[config.mk]
export PLATFORM = sky130hd
export DESIGN_NAME = face_box_filter_and_squarer_top_flat
export DESIGN_NICKNAME = d
export VERILOG_FILES = /design/src/hdl/fbs_pkg.sv /design/src/hdl/fbs_box_if.sv /design/src/hdl/fbs_sq_if.sv /design/src/hdl/fbs_front.sv /design/src/hdl/fbs_queue.sv /design/src/hdl/fbs_back.sv /design/src/hdl/face_box_filter_and_squarer_top.sv /design/src/flat_wrapper.sv
export SDC_FILE = /design/constraint.sdc
export NUM_CORES = 2
export LEC_CHECK = 0
export BUFFER_PORTS_ARGS = -buffer_cell sky130_fd_sc_hd__buf_4
export CAP_MARGIN = 20
export CELL_PAD_IN_SITES_DETAIL_PLACEMENT = 0
export CELL_PAD_IN_SITES_GLOBAL_PLACEMENT = 2
export CORE_MARGIN = 1
export CORE_UTILIZATION = 39
export DETAILED_ROUTE_END_ITERATION = 8
export GPL_ROUTABILITY_DRIVEN = 1
export HOLD_SLACK_MARGIN = 0.03
export PLACE_DENSITY_LB_ADDON = 0.3
export SLEW_MARGIN = 40
export SYNTH_ARGS = -nofsm -noshare
export SYNTH_HDL_FRONTEND = slang
export SYNTH_SLANG_ARGS = --single-unit
export TNS_END_PERCENT = 1
[constraint.sdc]
create_clock -name clk_i -period 9.7 [get_ports clk_i]
set_input_delay 0.485 -clock clk_i [delete_from_list [all_inputs] [get_ports clk_i]]
set_output_delay 0.485 -clock clk_i [all_outputs]
set_load 0.05 [all_outputs]
[src/hdl/fbs_pkg.sv]
// ----------------------------------------------------------------------------
// fbs_pkg: shared types and constants of the face box filter and squarer
// Field widths, register codes, reset values and inter-module structs.
// ----------------------------------------------------------------------------
package fbs_pkg;

  localparam int COORD_BITS = 12;

  localparam int SCORE_W    = 16;
  localparam int NORM_W     = 18;
  localparam int COUNT_W    = 8;
  localparam int DIM_CFG_W  = 13;
  localparam int SCALE_W    = 16;
  localparam int CFG_IDX_W  = 3;
  localparam int CFG_DATA_W = 16;
  localparam int FRAC_BITS  = 16;

  // clamped frame dimension, up to 2^COORD_BITS
  localparam int DIM_W  = COORD_BITS + 1;
  localparam int CMP_W  = (DIM_W > DIM_CFG_W) ? DIM_W : DIM_CFG_W;
  // pixel coordinate, signed, covers +-2 frames
  localparam int PIX_W  = COORD_BITS + 2;
  // box size and centre arithmetic, signed
  localparam int SIZE_W = PIX_W + 2;
  localparam int PROD_W = NORM_W + DIM_W + 1;
  localparam int D_W    = SIZE_W + SCALE_W + 1;

  localparam int MIN_DIM = 16;
  localparam int MAX_DIM = 1 << COORD_BITS;

  localparam int QDEPTH = 4;
  localparam int QPTR_W = $clog2(QDEPTH);

  localparam logic [SCORE_W-1:0]   RST_SCORE_THR  = 16'd32768;
  localparam logic [DIM_CFG_W-1:0] RST_FRAME_W    = 13'd640;
  localparam logic [DIM_CFG_W-1:0] RST_FRAME_H    = 13'd480;
  localparam logic [COUNT_W-1:0]   RST_MAX_FACES  = 8'd16;
  localparam logic [DIM_CFG_W-1:0] RST_MIN_SIDE   = 13'd16;
  localparam logic [SCALE_W-1:0]   RST_SIDE_SCALE = 16'd52429;

  typedef enum logic [CFG_IDX_W-1:0] {
    REG_SCORE_THR  = 3'd0,
    REG_FRAME_W    = 3'd1,
    REG_FRAME_H    = 3'd2,
    REG_MAX_FACES  = 3'd3,
    REG_MIN_SIDE   = 3'd4,
    REG_SIDE_SCALE = 3'd5
  } cfg_reg_e;

  typedef struct packed {
    logic [DIM_W-1:0]   width;
    logic [DIM_W-1:0]   height;
    logic [DIM_W-1:0]   min_dim;
    logic [DIM_W-1:0]   min_side;
    logic [SCALE_W-1:0] side_scale;
  } geom_cfg_t;

  typedef struct packed {
    logic               keep;
    logic [COUNT_W-1:0] faces;
    logic               frame_end;
  } meta_t;

  typedef struct packed {
    meta_t                    meta;
    logic signed [NORM_W-1:0] left;
    logic signed [NORM_W-1:0] top;
    logic signed [NORM_W-1:0] right;
    logic signed [NORM_W-1:0] bottom;
  } job_t;

endpackage

[src/hdl/fbs_box_if.sv]
// ----------------------------------------------------------------------------
// fbs_box_if: detector box request channel
// Valid/ready handshake carrying one score and four normalized corners.
// ----------------------------------------------------------------------------
interface fbs_box_if;
  logic                             valid;
  logic                             ready;
  logic [fbs_pkg::SCORE_W-1:0]      box_score;
  logic signed [fbs_pkg::NORM_W-1:0] norm_left;
  logic signed [fbs_pkg::NORM_W-1:0] norm_top;
  logic signed [fbs_pkg::NORM_W-1:0] norm_right;
  logic signed [fbs_pkg::NORM_W-1:0] norm_bottom;
  logic                             frame_end;

  modport source (
    output valid, box_score, norm_left, norm_top, norm_right, norm_bottom, frame_end,
    input  ready
  );
  modport sink (
    input  valid, box_score, norm_left, norm_top, norm_right, norm_bottom, frame_end,
    output ready
  );
endinterface

[src/hdl/fbs_sq_if.sv]
// ----------------------------------------------------------------------------
// fbs_sq_if: square crop result channel
// Valid/ready handshake carrying the kept flag, square edges and face count.
// ----------------------------------------------------------------------------
interface fbs_sq_if;
  logic                           valid;
  logic                           ready;
  logic                           kept;
  logic [fbs_pkg::COORD_BITS-1:0] square_left;
  logic [fbs_pkg::COORD_BITS-1:0] square_top;
  logic [fbs_pkg::COORD_BITS-1:0] square_right;
  logic [fbs_pkg::COORD_BITS-1:0] square_bottom;
  logic [fbs_pkg::COUNT_W-1:0]    faces_so_far;
  logic                           last_of_frame;

  modport source (
    output valid, kept, square_left, square_top, square_right, square_bottom,
           faces_so_far, last_of_frame,
    input  ready
  );
  modport sink (
    input  valid, kept, square_left, square_top, square_right, square_bottom,
           faces_so_far, last_of_frame,
    output ready
  );
endinterface

[src/hdl/fbs_front.sv]
// ----------------------------------------------------------------------------
// fbs_front: request intake, keep decision and configuration registers
// Decides keep per box, tracks the per-frame face count, hands jobs onward.
// ----------------------------------------------------------------------------
module fbs_front (
  input  logic                             clk_i,
  input  logic                             rst_ni,
  fbs_box_if.sink                          box_i,
  input  logic                             cfg_we_i,
  input  logic [fbs_pkg::CFG_IDX_W-1:0]    cfg_idx_i,
  input  logic [fbs_pkg::CFG_DATA_W-1:0]   cfg_data_i,
  output fbs_pkg::job_t                    job_o,
  output logic                             job_vld_o,
  input  logic                             job_rdy_i,
  output fbs_pkg::geom_cfg_t               geom_o
);

  localparam int CmpW    = fbs_pkg::CMP_W;
  localparam int DimW    = fbs_pkg::DIM_W;
  localparam int DimCfgW = fbs_pkg::DIM_CFG_W;
  localparam int CountW  = fbs_pkg::COUNT_W;

  logic [fbs_pkg::SCORE_W-1:0] score_thr_q;
  logic [DimCfgW-1:0]          frame_w_q, frame_h_q, min_side_q;
  logic [CountW-1:0]           max_faces_q;
  logic [fbs_pkg::SCALE_W-1:0] side_scale_q;
  logic [CountW-1:0]           kept_count_q, kept_count_d;

  logic              accept;
  logic              keep;
  logic [CountW-1:0] faces;
  logic [DimW-1:0]   dim_w, dim_h, dim_min;
  logic [CmpW-1:0]   side_ext;

  function automatic logic [DimW-1:0] clamp_dim(input logic [DimCfgW-1:0] v);
    logic [CmpW-1:0] x;
    x = CmpW'(v);
    if (x < CmpW'(fbs_pkg::MIN_DIM)) x = CmpW'(fbs_pkg::MIN_DIM);
    if (x > CmpW'(fbs_pkg::MAX_DIM)) x = CmpW'(fbs_pkg::MAX_DIM);
    return DimW'(x);
  endfunction

  // configuration
  always_ff @(posedge clk_i or negedge rst_ni) begin
    if (!rst_ni) begin
      score_thr_q  <= fbs_pkg::RST_SCORE_THR;
      frame_w_q    <= fbs_pkg::RST_FRAME_W;
      frame_h_q    <= fbs_pkg::RST_FRAME_H;
      max_faces_q  <= fbs_pkg::RST_MAX_FACES;
      min_side_q   <= fbs_pkg::RST_MIN_SIDE;
      side_scale_q <= fbs_pkg::RST_SIDE_SCALE;
    end else if (cfg_we_i) begin
      case (cfg_idx_i)
        fbs_pkg::REG_SCORE_THR:  score_thr_q  <= cfg_data_i[fbs_pkg::SCORE_W-1:0];
        fbs_pkg::REG_FRAME_W:    frame_w_q    <= cfg_data_i[DimCfgW-1:0];
        fbs_pkg::REG_FRAME_H:    frame_h_q    <= cfg_data_i[DimCfgW-1:0];
        fbs_pkg::REG_MAX_FACES:  max_faces_q  <= cfg_data_i[CountW-1:0];
        fbs_pkg::REG_MIN_SIDE:   min_side_q   <= cfg_data_i[DimCfgW-1:0];
        fbs_pkg::REG_SIDE_SCALE: side_scale_q <= cfg_data_i[fbs_pkg::SCALE_W-1:0];
        default: ;
      endcase
    end
  end

  // derived geometry; the user keeps it static while items are in flight, the block does not enforce it
  always_comb begin
    dim_w    = clamp_dim(frame_w_q);
    dim_h    = clamp_dim(frame_h_q);
    dim_min  = (dim_w < dim_h) ? dim_w : dim_h;
    side_ext = CmpW'(min_side_q);
    geom_o.width      = dim_w;
    geom_o.height     = dim_h;
    geom_o.min_dim    = dim_min;
    geom_o.min_side   = (side_ext > CmpW'(dim_min)) ? dim_min : DimW'(side_ext);
    geom_o.side_scale = side_scale_q;
  end

  assign accept      = box_i.valid && job_rdy_i;
  assign box_i.ready = job_rdy_i;
  assign job_vld_o   = box_i.valid;

  always_comb begin
    keep  = (box_i.box_score > score_thr_q) && (kept_count_q < max_faces_q);
    faces = keep ? kept_count_q + CountW'(1) : kept_count_q;
    kept_count_d = kept_count_q;
    if (accept) kept_count_d = box_i.frame_end ? '0 : faces;
  end

  always_ff @(posedge clk_i or negedge rst_ni) begin
    if (!rst_ni) begin
      kept_count_q <= '0;
    end else begin
      kept_count_q <= kept_count_d;
    end
  end

  always_comb begin
    job_o.meta.keep      = keep;
    job_o.meta.faces     = faces;
    job_o.meta.frame_end = box_i.frame_end;
    job_o.left           = box_i.norm_left;
    job_o.top            = box_i.norm_top;
    job_o.right          = box_i.norm_right;
    job_o.bottom         = box_i.norm_bottom;
  end

endmodule

[src/hdl/fbs_queue.sv]
// ----------------------------------------------------------------------------
// fbs_queue: short job queue between front and back
// Register FIFO; lets the intake keep taking requests while the back stalls.
// ----------------------------------------------------------------------------
module fbs_queue (
  input  logic          clk_i,
  input  logic          rst_ni,
  input  logic          push_i,
  input  fbs_pkg::job_t push_data_i,
  output logic          full_o,
  input  logic          pop_i,
  output fbs_pkg::job_t pop_data_o,
  output logic          empty_o
);

  localparam int Depth = fbs_pkg::QDEPTH;
  localparam int PtrW  = fbs_pkg::QPTR_W;

  fbs_pkg::job_t   mem_q [Depth];
  logic [PtrW-1:0] wr_ptr_q, rd_ptr_q;
  logic [PtrW:0]   cnt_q;

  assign full_o     = (cnt_q == (PtrW+1)'(Depth));
  assign empty_o    = (cnt_q == '0);
  assign pop_data_o = mem_q[rd_ptr_q];

  always_ff @(posedge clk_i or negedge rst_ni) begin
    if (!rst_ni) begin
      wr_ptr_q <= '0;
      rd_ptr_q <= '0;
      cnt_q    <= '0;
    end else begin
      if (push_i) wr_ptr_q <= (wr_ptr_q == PtrW'(Depth - 1)) ? '0 : wr_ptr_q + PtrW'(1);
      if (pop_i)  rd_ptr_q <= (rd_ptr_q == PtrW'(Depth - 1)) ? '0 : rd_ptr_q + PtrW'(1);
      case ({push_i, pop_i})
        2'b10:   cnt_q <= cnt_q + (PtrW+1)'(1);
        2'b01:   cnt_q <= cnt_q - (PtrW+1)'(1);
        default: cnt_q <= cnt_q;
      endcase
    end
  end

  always_ff @(posedge clk_i) begin
    if (push_i) mem_q[wr_ptr_q] <= push_data_i;
  end

endmodule

[src/hdl/fbs_back.sv]
// ----------------------------------------------------------------------------
// fbs_back: square geometry pipeline and output register
// Five stages of scaling, sizing and clamping, then the result register.
// ----------------------------------------------------------------------------
module fbs_back (
  input  logic               clk_i,
  input  logic               rst_ni,
  input  fbs_pkg::job_t      job_i,
  input  logic               job_vld_i,
  output logic               pop_o,
  input  fbs_pkg::geom_cfg_t geom_i,
  fbs_sq_if.source           sq_o
);

  localparam int CoordW = fbs_pkg::COORD_BITS;
  localparam int NormW  = fbs_pkg::NORM_W;
  localparam int DimW   = fbs_pkg::DIM_W;
  localparam int PixW   = fbs_pkg::PIX_W;
  localparam int SizeW  = fbs_pkg::SIZE_W;
  localparam int ProdW  = fbs_pkg::PROD_W;
  localparam int DW     = fbs_pkg::D_W;
  localparam int FracB  = fbs_pkg::FRAC_BITS;

  localparam logic signed [SizeW-1:0] One  = SizeW'(1);
  localparam logic signed [SizeW-1:0] Top  = SizeW'((1 << CoordW) - 1);
  localparam logic signed [ProdW-1:0] Bias = ProdW'((1 << FracB) - 1);

  // norm * size / 2^16, truncated toward zero
  function automatic logic signed [PixW-1:0] to_pixel(input logic signed [NormW-1:0] n,
                                                      input logic [DimW-1:0] size);
    logic signed [ProdW-1:0] p;
    p = n * $signed({1'b0, size});
    if (p < 0) p = p + Bias;
    return p[FracB +: PixW];
  endfunction

  function automatic logic [CoordW-1:0] edge_sat(input logic signed [SizeW-1:0] e);
    logic [CoordW-1:0] r;
    if (e < 0)        r = '0;
    else if (e > Top) r = '1;
    else              r = e[CoordW-1:0];
    return r;
  endfunction

  logic adv;
  logic out_vld_q;

  assign adv   = !out_vld_q || sq_o.ready;
  assign pop_o = adv && job_vld_i;

  // stage valids
  logic s1_vld_q, s2_vld_q, s3_vld_q, s4_vld_q, s5_vld_q;
  fbs_pkg::meta_t s1_meta_q, s2_meta_q, s3_meta_q, s4_meta_q, s5_meta_q;

  // stage 1: pixels
  logic signed [PixW-1:0] s1_x1_q, s1_y1_q, s1_x2_q, s1_y2_q;
  // stage 2: size and centre
  logic signed [SizeW-1:0] s2_m_q;
  logic signed [PixW-1:0]  s2_cx_q, s2_cy_q;
  // stage 3: scaled side
  logic signed [DW-1:0]    s3_d_q;
  logic signed [PixW-1:0]  s3_cx_q, s3_cy_q;
  // stage 4: half side
  logic [CoordW-1:0]       s4_d2_q;
  logic signed [PixW-1:0]  s4_cx_q, s4_cy_q;
  // stage 5: clamped centre
  logic [CoordW-1:0]       s5_d2_q;
  logic signed [SizeW-1:0] s5_cx_q, s5_cy_q;

  always_ff @(posedge clk_i or negedge rst_ni) begin
    if (!rst_ni) begin
      s1_vld_q  <= 1'b0;
      s2_vld_q  <= 1'b0;
      s3_vld_q  <= 1'b0;
      s4_vld_q  <= 1'b0;
      s5_vld_q  <= 1'b0;
      out_vld_q <= 1'b0;
    end else if (adv) begin
      s1_vld_q  <= job_vld_i;
      s2_vld_q  <= s1_vld_q;
      s3_vld_q  <= s2_vld_q;
      s4_vld_q  <= s3_vld_q;
      s5_vld_q  <= s4_vld_q;
      out_vld_q <= s5_vld_q;
    end
  end

  // stage 2 logic
  logic signed [SizeW-1:0] w2, h2, x1e, x2e, y1e, y2e;
  logic signed [PixW:0]    sx, sy, sxa, sya;
  always_comb begin
    x1e = SizeW'(s1_x1_q);
    x2e = SizeW'(s1_x2_q);
    y1e = SizeW'(s1_y1_q);
    y2e = SizeW'(s1_y2_q);
    w2  = x2e - x1e + One;
    h2  = y2e - y1e + One;
    sx  = (PixW+1)'(s1_x1_q) + (PixW+1)'(s1_x2_q);
    sy  = (PixW+1)'(s1_y1_q) + (PixW+1)'(s1_y2_q);
    sxa = sx + $signed((PixW+1)'(sx[PixW]));
    sya = sy + $signed((PixW+1)'(sy[PixW]));
  end

  // stage 4 logic: clamp the scaled side to [min_side, min_dim] * 2^16
  logic signed [DW-1:0] d_hi, d_lo, dc;
  always_comb begin
    d_hi = $signed(DW'({geom_i.min_dim, {FracB{1'b0}}}));
    d_lo = $signed(DW'({geom_i.min_side, {FracB{1'b0}}}));
    dc   = s3_d_q;
    if (dc > d_hi) dc = d_hi;
    if (dc < d_lo) dc = d_lo;
    if (dc < 0)    dc = '0;
  end

  // stage 5 logic: keep the square inside the frame
  logic signed [SizeW-1:0] d2e, wde, hde, cx5, cy5;
  always_comb begin
    d2e = $signed(SizeW'(s4_d2_q));
    wde = $signed(SizeW'(geom_i.width));
    hde = $signed(SizeW'(geom_i.height));
    cx5 = SizeW'(s4_cx_q);
    cy5 = SizeW'(s4_cy_q);
    if (cx5 + d2e >= wde) cx5 = wde - d2e - One;
    if (cx5 - d2e < 0)    cx5 = d2e;
    if (cy5 + d2e >= hde) cy5 = hde - d2e - One;
    if (cy5 - d2e < 0)    cy5 = d2e;
  end

  // output stage logic
  logic signed [SizeW-1:0] d2o;
  assign d2o = $signed(SizeW'(s5_d2_q));

  always_ff @(posedge clk_i) begin
    if (adv) begin
      s1_meta_q <= job_i.meta;
      s1_x1_q   <= to_pixel(job_i.left,   geom_i.width);
      s1_y1_q   <= to_pixel(job_i.top,    geom_i.height);
      s1_x2_q   <= to_pixel(job_i.right,  geom_i.width);
      s1_y2_q   <= to_pixel(job_i.bottom, geom_i.height);

      s2_meta_q <= s1_meta_q;
      s2_m_q    <= (w2 > h2) ? w2 : h2;
      s2_cx_q   <= sxa[PixW:1];
      s2_cy_q   <= sya[PixW:1];

      s3_meta_q <= s2_meta_q;
      s3_d_q    <= s2_m_q * $signed({1'b0, geom_i.side_scale});
      s3_cx_q   <= s2_cx_q;
      s3_cy_q   <= s2_cy_q;

      s4_meta_q <= s3_meta_q;
      s4_d2_q   <= dc[FracB+1 +: CoordW];
      s4_cx_q   <= s3_cx_q;
      s4_cy_q   <= s3_cy_q;

      s5_meta_q <= s4_meta_q;
      s5_d2_q   <= s4_d2_q;
      s5_cx_q   <= cx5;
      s5_cy_q   <= cy5;

      sq_o.kept          <= s5_meta_q.keep;
      sq_o.faces_so_far  <= s5_meta_q.faces;
      sq_o.last_of_frame <= s5_meta_q.frame_end;
      if (s5_meta_q.keep) begin
        sq_o.square_left   <= edge_sat(s5_cx_q - d2o);
        sq_o.square_top    <= edge_sat(s5_cy_q - d2o);
        sq_o.square_right  <= edge_sat(s5_cx_q + d2o);
        sq_o.square_bottom <= edge_sat(s5_cy_q + d2o);
      end else begin
        sq_o.square_left   <= '0;
        sq_o.square_top    <= '0;
        sq_o.square_right  <= '0;
        sq_o.square_bottom <= '0;
      end
    end
  end

  assign sq_o.valid = out_vld_q;

  // a dropped box never reports a square
  a_drop_zero: assert property (@(posedge clk_i) disable iff (!rst_ni)
    (out_vld_q && !sq_o.kept) |-> (sq_o.square_left == '0 && sq_o.square_top == '0 &&
                                    sq_o.square_right == '0 && sq_o.square_bottom == '0))
    else $error("dropped box carries nonzero square");

  // a kept square is never inverted
  a_square_order: assert property (@(posedge clk_i) disable iff (!rst_ni)
    (out_vld_q && sq_o.kept) |-> (sq_o.square_left <= sq_o.square_right &&
                                   sq_o.square_top <= sq_o.square_bottom))
    else $error("kept square has inverted edges");

  // a result appears only when the last stage held one and the pipe moved
  a_out_source: assert property (@(posedge clk_i) disable iff (!rst_ni)
    $rose(out_vld_q) |-> $past(s5_vld_q && adv))
    else $error("result valid without a finished job");

  // a stalled result freezes the whole pipe, so the queue is not drained
  a_stall_no_pop: assert property (@(posedge clk_i) disable iff (!rst_ni)
    (out_vld_q && !sq_o.ready) |-> !pop_o)
    else $error("queue popped while result stalled");

endmodule

[src/hdl/face_box_filter_and_squarer_top.sv]
// ----------------------------------------------------------------------------
// face_box_filter_and_squarer_top: detector box filter and square crop
// Keeps confident boxes up to a per-frame limit and turns each into a square.
// ----------------------------------------------------------------------------
// Usage:
//   box_i carries one detector box per request (score, four Q1.16 corners and
//   frame_end). sq_o returns exactly one result per box, in order: the kept
//   flag, square edges in pixels (zero when dropped), the running face count
//   and a copy of frame_end. Both are valid/ready channels.
//   Configuration is a plain write port (cfg_we_i, cfg_idx_i, cfg_data_i);
//   write it only while no box is in flight.
// Timing:
//   A box accepted on box_i is written into the job queue, then passes the five
//   geometry stages and the output register before it shows on sq_o. While sq_o
//   is not stalled, sustained rate is one box per cycle; the two multiplier stages
//   (pixel scaling, side scaling) are fully pipelined.
// Reset:
//   rst_ni (async, active low) restores register defaults, clears the face
//   count and empties the queue and pipeline.
// Backpressure:
//   While sq_o is stalled the geometry pipe holds; box_i keeps taking boxes
//   into a four-entry queue and drops ready once it fills.
// ----------------------------------------------------------------------------
module face_box_filter_and_squarer_top (
  input  logic                           clk_i,
  input  logic                           rst_ni,
  fbs_box_if.sink                        box_i,
  fbs_sq_if.source                       sq_o,
  input  logic                           cfg_we_i,
  input  logic [fbs_pkg::CFG_IDX_W-1:0]  cfg_idx_i,
  input  logic [fbs_pkg::CFG_DATA_W-1:0] cfg_data_i
);

  fbs_pkg::job_t      front_job, queue_job;
  fbs_pkg::geom_cfg_t geom;
  logic               front_vld;
  logic               queue_full, queue_empty;
  logic               queue_pop;

  // intake: keep decision, face count, registers
  fbs_front u_front (
    .clk_i      (clk_i),
    .rst_ni     (rst_ni),
    .box_i      (box_i),
    .cfg_we_i   (cfg_we_i),
    .cfg_idx_i  (cfg_idx_i),
    .cfg_data_i (cfg_data_i),
    .job_o      (front_job),
    .job_vld_o  (front_vld),
    .job_rdy_i  (!queue_full),
    .geom_o     (geom)
  );

  // decouples intake from the geometry pipe
  fbs_queue u_queue (
    .clk_i       (clk_i),
    .rst_ni      (rst_ni),
    .push_i      (front_vld && !queue_full),
    .push_data_i (front_job),
    .full_o      (queue_full),
    .pop_i       (queue_pop),
    .pop_data_o  (queue_job),
    .empty_o     (queue_empty)
  );

  // geometry pipeline and result register
  fbs_back u_back (
    .clk_i     (clk_i),
    .rst_ni    (rst_ni),
    .job_i     (queue_job),
    .job_vld_i (!queue_empty),
    .pop_o     (queue_pop),
    .geom_i    (geom),
    .sq_o      (sq_o)
  );

endmodule

[src/flat_wrapper.sv]
// flat-port wrapper written by rule: the top's interface ports become plain ports
module face_box_filter_and_squarer_top_flat 
  (clk_i, rst_ni, cfg_we_i, cfg_idx_i, cfg_data_i, box_i_valid, box_i_box_score, box_i_norm_left, box_i_norm_top, box_i_norm_right, box_i_norm_bottom, box_i_frame_end, box_i_ready, sq_o_valid, sq_o_kept, sq_o_square_left, sq_o_square_top, sq_o_square_right, sq_o_square_bottom, sq_o_faces_so_far, sq_o_last_of_frame, sq_o_ready);
  fbs_box_if box_i_i ();
  fbs_sq_if sq_o_i ();
  input  logic clk_i;
  input  logic rst_ni;
  input  logic cfg_we_i;
  input  logic [fbs_pkg::CFG_IDX_W-1:0] cfg_idx_i;
  input  logic [fbs_pkg::CFG_DATA_W-1:0] cfg_data_i;
  input wire logic [$bits(box_i_i.valid)-1:0] box_i_valid;
  input wire logic [$bits(box_i_i.box_score)-1:0] box_i_box_score;
  input wire logic [$bits(box_i_i.norm_left)-1:0] box_i_norm_left;
  input wire logic [$bits(box_i_i.norm_top)-1:0] box_i_norm_top;
  input wire logic [$bits(box_i_i.norm_right)-1:0] box_i_norm_right;
  input wire logic [$bits(box_i_i.norm_bottom)-1:0] box_i_norm_bottom;
  input wire logic [$bits(box_i_i.frame_end)-1:0] box_i_frame_end;
  output wire logic [$bits(box_i_i.ready)-1:0] box_i_ready;
  output wire logic [$bits(sq_o_i.valid)-1:0] sq_o_valid;
  output wire logic [$bits(sq_o_i.kept)-1:0] sq_o_kept;
  output wire logic [$bits(sq_o_i.square_left)-1:0] sq_o_square_left;
  output wire logic [$bits(sq_o_i.square_top)-1:0] sq_o_square_top;
  output wire logic [$bits(sq_o_i.square_right)-1:0] sq_o_square_right;
  output wire logic [$bits(sq_o_i.square_bottom)-1:0] sq_o_square_bottom;
  output wire logic [$bits(sq_o_i.faces_so_far)-1:0] sq_o_faces_so_far;
  output wire logic [$bits(sq_o_i.last_of_frame)-1:0] sq_o_last_of_frame;
  input wire logic [$bits(sq_o_i.ready)-1:0] sq_o_ready;
  assign box_i_i.valid = box_i_valid;
  assign box_i_i.box_score = box_i_box_score;
  assign box_i_i.norm_left = box_i_norm_left;
  assign box_i_i.norm_top = box_i_norm_top;
  assign box_i_i.norm_right = box_i_norm_right;
  assign box_i_i.norm_bottom = box_i_norm_bottom;
  assign box_i_i.frame_end = box_i_frame_end;
  assign box_i_ready = box_i_i.ready;
  assign sq_o_valid = sq_o_i.valid;
  assign sq_o_kept = sq_o_i.kept;
  assign sq_o_square_left = sq_o_i.square_left;
  assign sq_o_square_top = sq_o_i.square_top;
  assign sq_o_square_right = sq_o_i.square_right;
  assign sq_o_square_bottom = sq_o_i.square_bottom;
  assign sq_o_faces_so_far = sq_o_i.faces_so_far;
  assign sq_o_last_of_frame = sq_o_i.last_of_frame;
  assign sq_o_i.ready = sq_o_ready;
  face_box_filter_and_squarer_top u_core (.clk_i(clk_i), .rst_ni(rst_ni), .box_i(box_i_i), .sq_o(sq_o_i), .cfg_we_i(cfg_we_i), .cfg_idx_i(cfg_idx_i), .cfg_data_i(cfg_data_i));
endmodule
# == Word-level counts from Yosys, hierarchy flattened ==
# Memories as Yosys holds them, arrays and structs flattened.
# Index checks and enable logic that the tools add are counted.
# totals
n_memories,1
register_bits,453
ram_bits,328
inputBits,113
output_inout_bits,60
wordCells,178
# memory_table
memory,words,word_bits,read_ports,rd_clocked_by_memory_dff,wr,line_no,text
u_core.u_queue.mem_q,4,82,1,0,1,fbs_queue.sv:19,fbs_pkg::job_t mem_q [Depth];
# op_classes
addsub,29
n_bitwise,1
reduce_logical,20
order_cmp,28
muxes,28
multipliers,5
eq_ne,10
# ops
operator,n
$lt 32x1->1 const B,4
$mul 18x14->32,4
$add 30x17->30 const B,4
$mux 30,4
$mux 13,6
$mux 12,6
$mux 33,2
$gt 16x13->1 const B,4
$lt 16x1->1 const B,4
$mux 16,3
$lt 17x1->1 const B,2
$sub 16x13->17,2
$gt 33x30->1,1
$lt 33x1->1 const B,1
$lt 33x30->1,1
$mul 16x17->33,1
$add 15x2->16 const B,2
$add 16x13->16,2
$gt 16x16->1,2
$sub 16x13->16,2
$add 14x13->15,2
$add 14x14->15,2
$add 15x2->15,2
$ge 15x14->1,2
other kinds (29),56

# == Logic depth before layout (Yosys ltp) ==
# logic_depth
ltp_word,11
ltp_mapped,53
mapped_depth_nobuf,48

# == By module ==
# From an unflattened synthesis, not the netlist that was laid out.
# unflattened
cells_unflattened,8400
area_unflattened_um2,86541.8
# modules_own_cells
mod,cells_each,seq_area_each_um2,n_inst,area_per_inst_um2
fbs_back,7341,10690.3,1,68291.7
fbs_queue,466,10024.6,1,12249.2
fbs_front,590,2199.6,1,5987.0
face_box_filter_and_squarer_top,3,0.0,1,13.8

# == Worst setup path after synthesis ==
# No wires, ideal clock.
# synth_timing
kind,register to register
startpoint,register u_core.u_front.frame_w_q[8]
endpoint,"register u_core.u_back.s4_d2_q[1], data pin"
arrival_time_ns,8.755
path_stages_with_launch,52
setup_slack_ns,0.675
path_buffers,5
required_time_ns,9.430
setup_time_ns,0.270
synth_period_minus_slack_ns,9.025
cell_sequence,dfrtp_1 -> nor4_1 -> nand2_1 -> nor2_1 -> nand2_1 -> nand2_1 -> nand2_1 -> clkinv_1 -> clkbuf_1 -> ha_1 -> a21o_1 -> a21o_1 -> a21oi_1 -> o21ai_0 -> nand4_1 -> a21oi_1 -> a221o_1 -> clkbuf_1 -> (+16 left out) -> clkbuf_1 -> a21oi_1 -> ha_1 -> a21oi_1 -> nor2b_1 -> o21ai_0 -> nand2b_1 -> a21oi_1 -> nor2b_1 -> o21ai_0 -> nand2b_1 -> a21oi_1 -> o211ai_1 -> a21oi_1 -> ha_1 -> clkbuf_1 -> o211ai_1 -> a21oi_1
# synth_via
elab_chain_len,11
word_cells_on_any_way,13
cone_classes,7 x order compare; 6 x mux
# synth_lines
element,line_no,text
from (decl),fbs_front.sv:24,"logic [DimCfgW-1:0] frame_w_q, frame_h_q, min_side_q;"
from (signal assigned),fbs_front.sv:47,frame_w_q <= fbs_pkg::RST_FRAME_W;
from (signal assigned),fbs_front.sv:55,fbs_pkg::REG_FRAME_W: frame_w_q <= cfg_data_i[DimCfgW-1:0];
$lt 13x5->1,fbs_front.sv:38,if (x < CmpW'(fbs_pkg::MIN_DIM)) x = CmpW'(fbs_pkg::MIN_DIM);
$mux 13 (*),fbs_front.sv:38,
$gt 13x13->1,fbs_front.sv:39,if (x > CmpW'(fbs_pkg::MAX_DIM)) x = CmpW'(fbs_pkg::MAX_DIM);
$mux 13 (*),fbs_front.sv:39,
$lt 13x13->1,fbs_front.sv:69,dim_min = (dim_w < dim_h) ? dim_w : dim_h;
$mux 13 (*),fbs_front.sv:69,
$gt 33x30->1 / $gt 13x13->1 (equally long branches),"fbs_back.sv:110, fbs_front.sv:74",
$mux 33 / $mux 13 (equally long branches),"fbs_back.sv:110, fbs_front.sv:74",
$lt 33x30->1,fbs_back.sv:111,if (dc < d_lo) dc = d_lo;
$mux 33 (*),fbs_back.sv:111,
$lt 33x1->1,fbs_back.sv:112,if (dc < 0) dc = '0;
to (signal assigned),fbs_back.sv:152,s4_d2_q <= dc[FracB+1 +: CoordW];
to (decl),fbs_back.sv:64,logic [CoordW-1:0] s4_d2_q;
# Mark *: on every way between the ends. The rest lies on a longest branch, timed or not.
# A chain may end at the register's enable or synchronous reset.

# == Final worst setup path ==
# layout_timing
startpoint,register u_core.u_queue.rd_ptr_q[1]
endpoint,"register u_core.u_back.s1_y2_q[9], data pin"
# layout_via
elab_chain_len,4
word_cells_on_any_way,5
cone_classes,1 x add/sub; 1 x mul; 1 x order compare; 1 x mux; 1 x memory
# layout_lines
element,line_no,text
from (decl),fbs_queue.sv:20,"logic [PtrW-1:0] wr_ptr_q, rd_ptr_q;"
from (signal assigned),fbs_queue.sv:34,if (pop_i) rd_ptr_q <= (rd_ptr_q == PtrW'(Depth - 1)) ? '0 : rd_ptr_q + PtrW'(1);
$mem_v2 4x82 (*),-,
$mul 18x14->32 (*),fbs_back.sv:32,"p = n * $signed({1'b0, size});"
$add 30x17->30 / $lt 32x1->1 (equally long branches),fbs_back.sv:33,if (p < 0) p = p + Bias;
$mux 30 (*),fbs_back.sv:33,
to (signal assigned),fbs_back.sv:139,"s1_y2_q <= to_pixel(job_i.bottom, geom_i.height);"
to (decl),fbs_back.sv:56,"logic signed [PixW-1:0] s1_x1_q, s1_y1_q, s1_x2_q, s1_y2_q;"
# Marks and branches as above.

==> results.yml <==
clock_tree:
  cts-root-buf: "clkbuf_16"
  clk_pin_slew_ns: 0.06
  cts_buffers: 92
  insertion_delay_ns: 0.76
  cts_buffer_depth: 3
  cts_tree: "yes"
  cts.sinks: 779
  cts_max_level: 3
run:
  max_cap_viol_count: 0
critical_path:
  cp.arrival_ns: 9.58
  crit_required_ns: 10.16
  critPathMaxStageDelay_ns: 0.75
  cp_max_fo: 33
  critPathLaunchType: "register"
  end_kind: "register"
  critical_path_class: "reg2reg"
  cpMaxStageDelayCell: "o21ai_1"
sta:
  slew_headroom: 0.318
  period_needed_ns: 9.11
  final-hold-violation-count: 0
  fin_ws_ns: 0.588
  max_clock_freq_ghz: 0.110
  finalSetupViolCount: 0
  drv_slew: 0
  fin_skew_ns: 0.0539
  tns_ns: 0
  worstMarginPinSlew_ns: 1.02
  rsz0062_at_grt: "no"
  finalCritPeriodShare: 0.939
floorplanning:
  dieArea_um2: 220000
  initial_core_util: 0.392
  row_count: 171
  pin_count: 173
  core-area_um2: 217000
  die_w_um: 469
  die_y_um: 469
grt:
  grt_pass1_wl_um: 385000
  track_usage: 0.228
  grt_pass1_vias: 63239
  grt-ovfl-total: 0
  grt_antenna_before_repair: 13
  grt_max_degree: 147
synth:
  ys_ff_latch: 779
  synth_warnings: 0
  avgSynthCellArea_um2: 10.2
  mappedNetlistArea_um2: 85200
  async_flop_share: 0.128
  synth_edf_count: 679
  synthFlopType: "edfxtp_1"
  seq_area_frac_synth: 0.269
  ys_types: 105
  syn_inst: 8360
placement:
  pre_cts_slack_ns: 0.621
  gp_congestion: 0.883
  placed_area_um2: 90400
  io_buffers: 172
  dp_hpwl_um: 197000
outcome:
  status: "finished clean"
detailed_routing:
  wire_per_inst_um: 21.6
  dr.pass1.iters: 6
  drtIter0Drc: 3648
  vias_per_cell: 5.18
  vias: 59629
  routed_wl_um: 248000
  drc_errors: 0
  ant_nets: 0
min_path:
  hold_path.class: "in2reg"
finish:
  multi_input_area_um2: 55500
  layout-drive-gt1-share: 0.0849
  layout.nets: 10565
  n_fill_cell: 20867
  syn2layout_area_growth_pct: 10.8
  ff_latch_area_um2: 22900
  fin_area_um2: 94300
## kinds of logic after synthesis
| kind of cell | Yosys count | share of synthesized area |
|---|---|---|
| compound gates | 1058 | 0.0818 |
| xor+xnor | 351 | 0.0363 |
| fa+ha+maj | 1866 | 0.371 |
| buf+inv | 1841 | 0.0815 |
| flops | 779 | 0.269 |
| mux | 268 | 0.0397 |
| other cells | 1 | 0.0000440 |
| simple gates | 2196 | 0.120 |
## worst paths after layout
kind	slack (ns)	start	end	cells after the start
worst max-delay path	0.59	u_core.u_queue.rd_ptr_q[1]$_DFFE_PN0P_	u_core.u_back.s1_y2_q[9]$_DFFE_PP_	28
worst min-delay path	0.11	cfg_data_i[12]	u_core.u_front.frame_h_q[12]$_DFFE_PN0P_	3
worst max register to register	0.59	u_core.u_queue.rd_ptr_q[1]$_DFFE_PN0P_	u_core.u_back.s1_y2_q[9]$_DFFE_PP_	28
worst min register to register	0.39	u_core.u_back.s3_meta_q[1]$_DFFE_PP_	u_core.u_back.s4_meta_q[1]$_DFFE_PP_	0
max in group asynchronous	8.08	rst_ni	u_core.u_queue.rd_ptr_q[0]$_DFFE_PN0P_	3
min in group asynchronous	0.28	rst_ni	u_core.u_front.kept_count_q[4]$_DFFE_PN0P_	2
## layer usage
layer	up-vias	wire length [um]	global-route usage
met1	30298	115000	0.318
met4	4	7530	0.0659
met5	-	20	0
met2	1337	114000	0.374
met3	294	11400	0.0266
li1	27696	-	-
## synth_stat cells, types with 32 or more instances
master / n / area [um2]
and3_1: 101 / 632
edfxtp_1: 679 / 20400
dfrtp_1: 82 / 2050
nand3_1: 66 / 330
xor2_1: 123 / 1080
o211ai_1: 35 / 263
a21oi_1: 296 / 1480
o21a_1: 101 / 758
nand4_1: 54 / 338
nor2_1: 551 / 2070
inv_1: 1578 / 5920
ha_1: 761 / 9520
a21o_1: 106 / 796
mux2_2: 120 / 1350
nor3_1: 84 / 420
a31oi_1: 32 / 200
mux4_2: 42 / 946
clkbuf_1: 218 / 818
o21ai_0: 164 / 821
nor2b_1: 60 / 375
xnor2_1: 227 / 1990
o21bai_1: 51 / 383
fa_1: 1103 / 22100
mux2i_1: 86 / 861
nand2_1: 844 / 3170
o21ai_1: 42 / 210
and2_1: 225 / 1410
nand2b_1: 70 / 438
## layout by cell type (no fill, tap or decap), drive strengths merged, types with 225 or more instances in the layout
master / n
inv: 1590
fa: 1103
nand2: 844
ha: 761
edfxtp: 679
nor2: 551
buf: 313
a21oi: 300
xnor2: 227
and2: 225
## worst max-delay path, delay by kind of cell (launching register included)
kind	cells	cell delay, ns
AOI/OAI and AO/OA	2	0.87
xor gates and xnor gates	2	0.60
adders and majority gates	7	3.41
buffers and inverters	7	0.59
DFF	1	0.71
muxes	1	0.38
and+or+nand+nor	9	2.26
## registers in the layout (all words and copies together), names as in the netlist, 15 cells and up
name and flops:
u_core.u_back.s2_m_q 16, u_core.u_back.s3_d_q 33, u_core.u_back.s5_cx_q 15, u_core.u_back.s5_cy_q 15, u_core.u_front.score_thr_q 16, u_core.u_front.side_scale_q 16
u_core.u_queue.mem_q 328
## stage by stage
stage	hold WS, ns	std cells	util
3_3_place_gp	0.400	11268	0.415
6_report	0.105	11520	0.434
5_1_grt	0.0903	11519	0.434
4_1_cts	0.0606	11513	0.434
3_5_place_dp	0.405	11269	0.416
2_1_floorplan	0.189	8361	-
## final cells by class
class                      instances  share of cell area
clock inverter                    59             0.00715
multi-input combinational       5741               0.589
inverter                        1585              0.0632
clock buffer                     109              0.0260
antenna                            4            0.000106
timing repair buffer             389              0.0341
sequential                       779               0.243
tap                             2854              0.0379
## repair_timing
item / in CTS / in global routing
hold endpoints to repair: 341 / 0
gates resized for setup: 0 / 6
endpoints found under the setup margin: 0 / 15
setup buffers: 0 / 0
hold buffers: 76 / 0
Power is left out: the tool's default activity adds up to more than one toggle a clock period on the data nets, which glitch-free logic cannot reach.
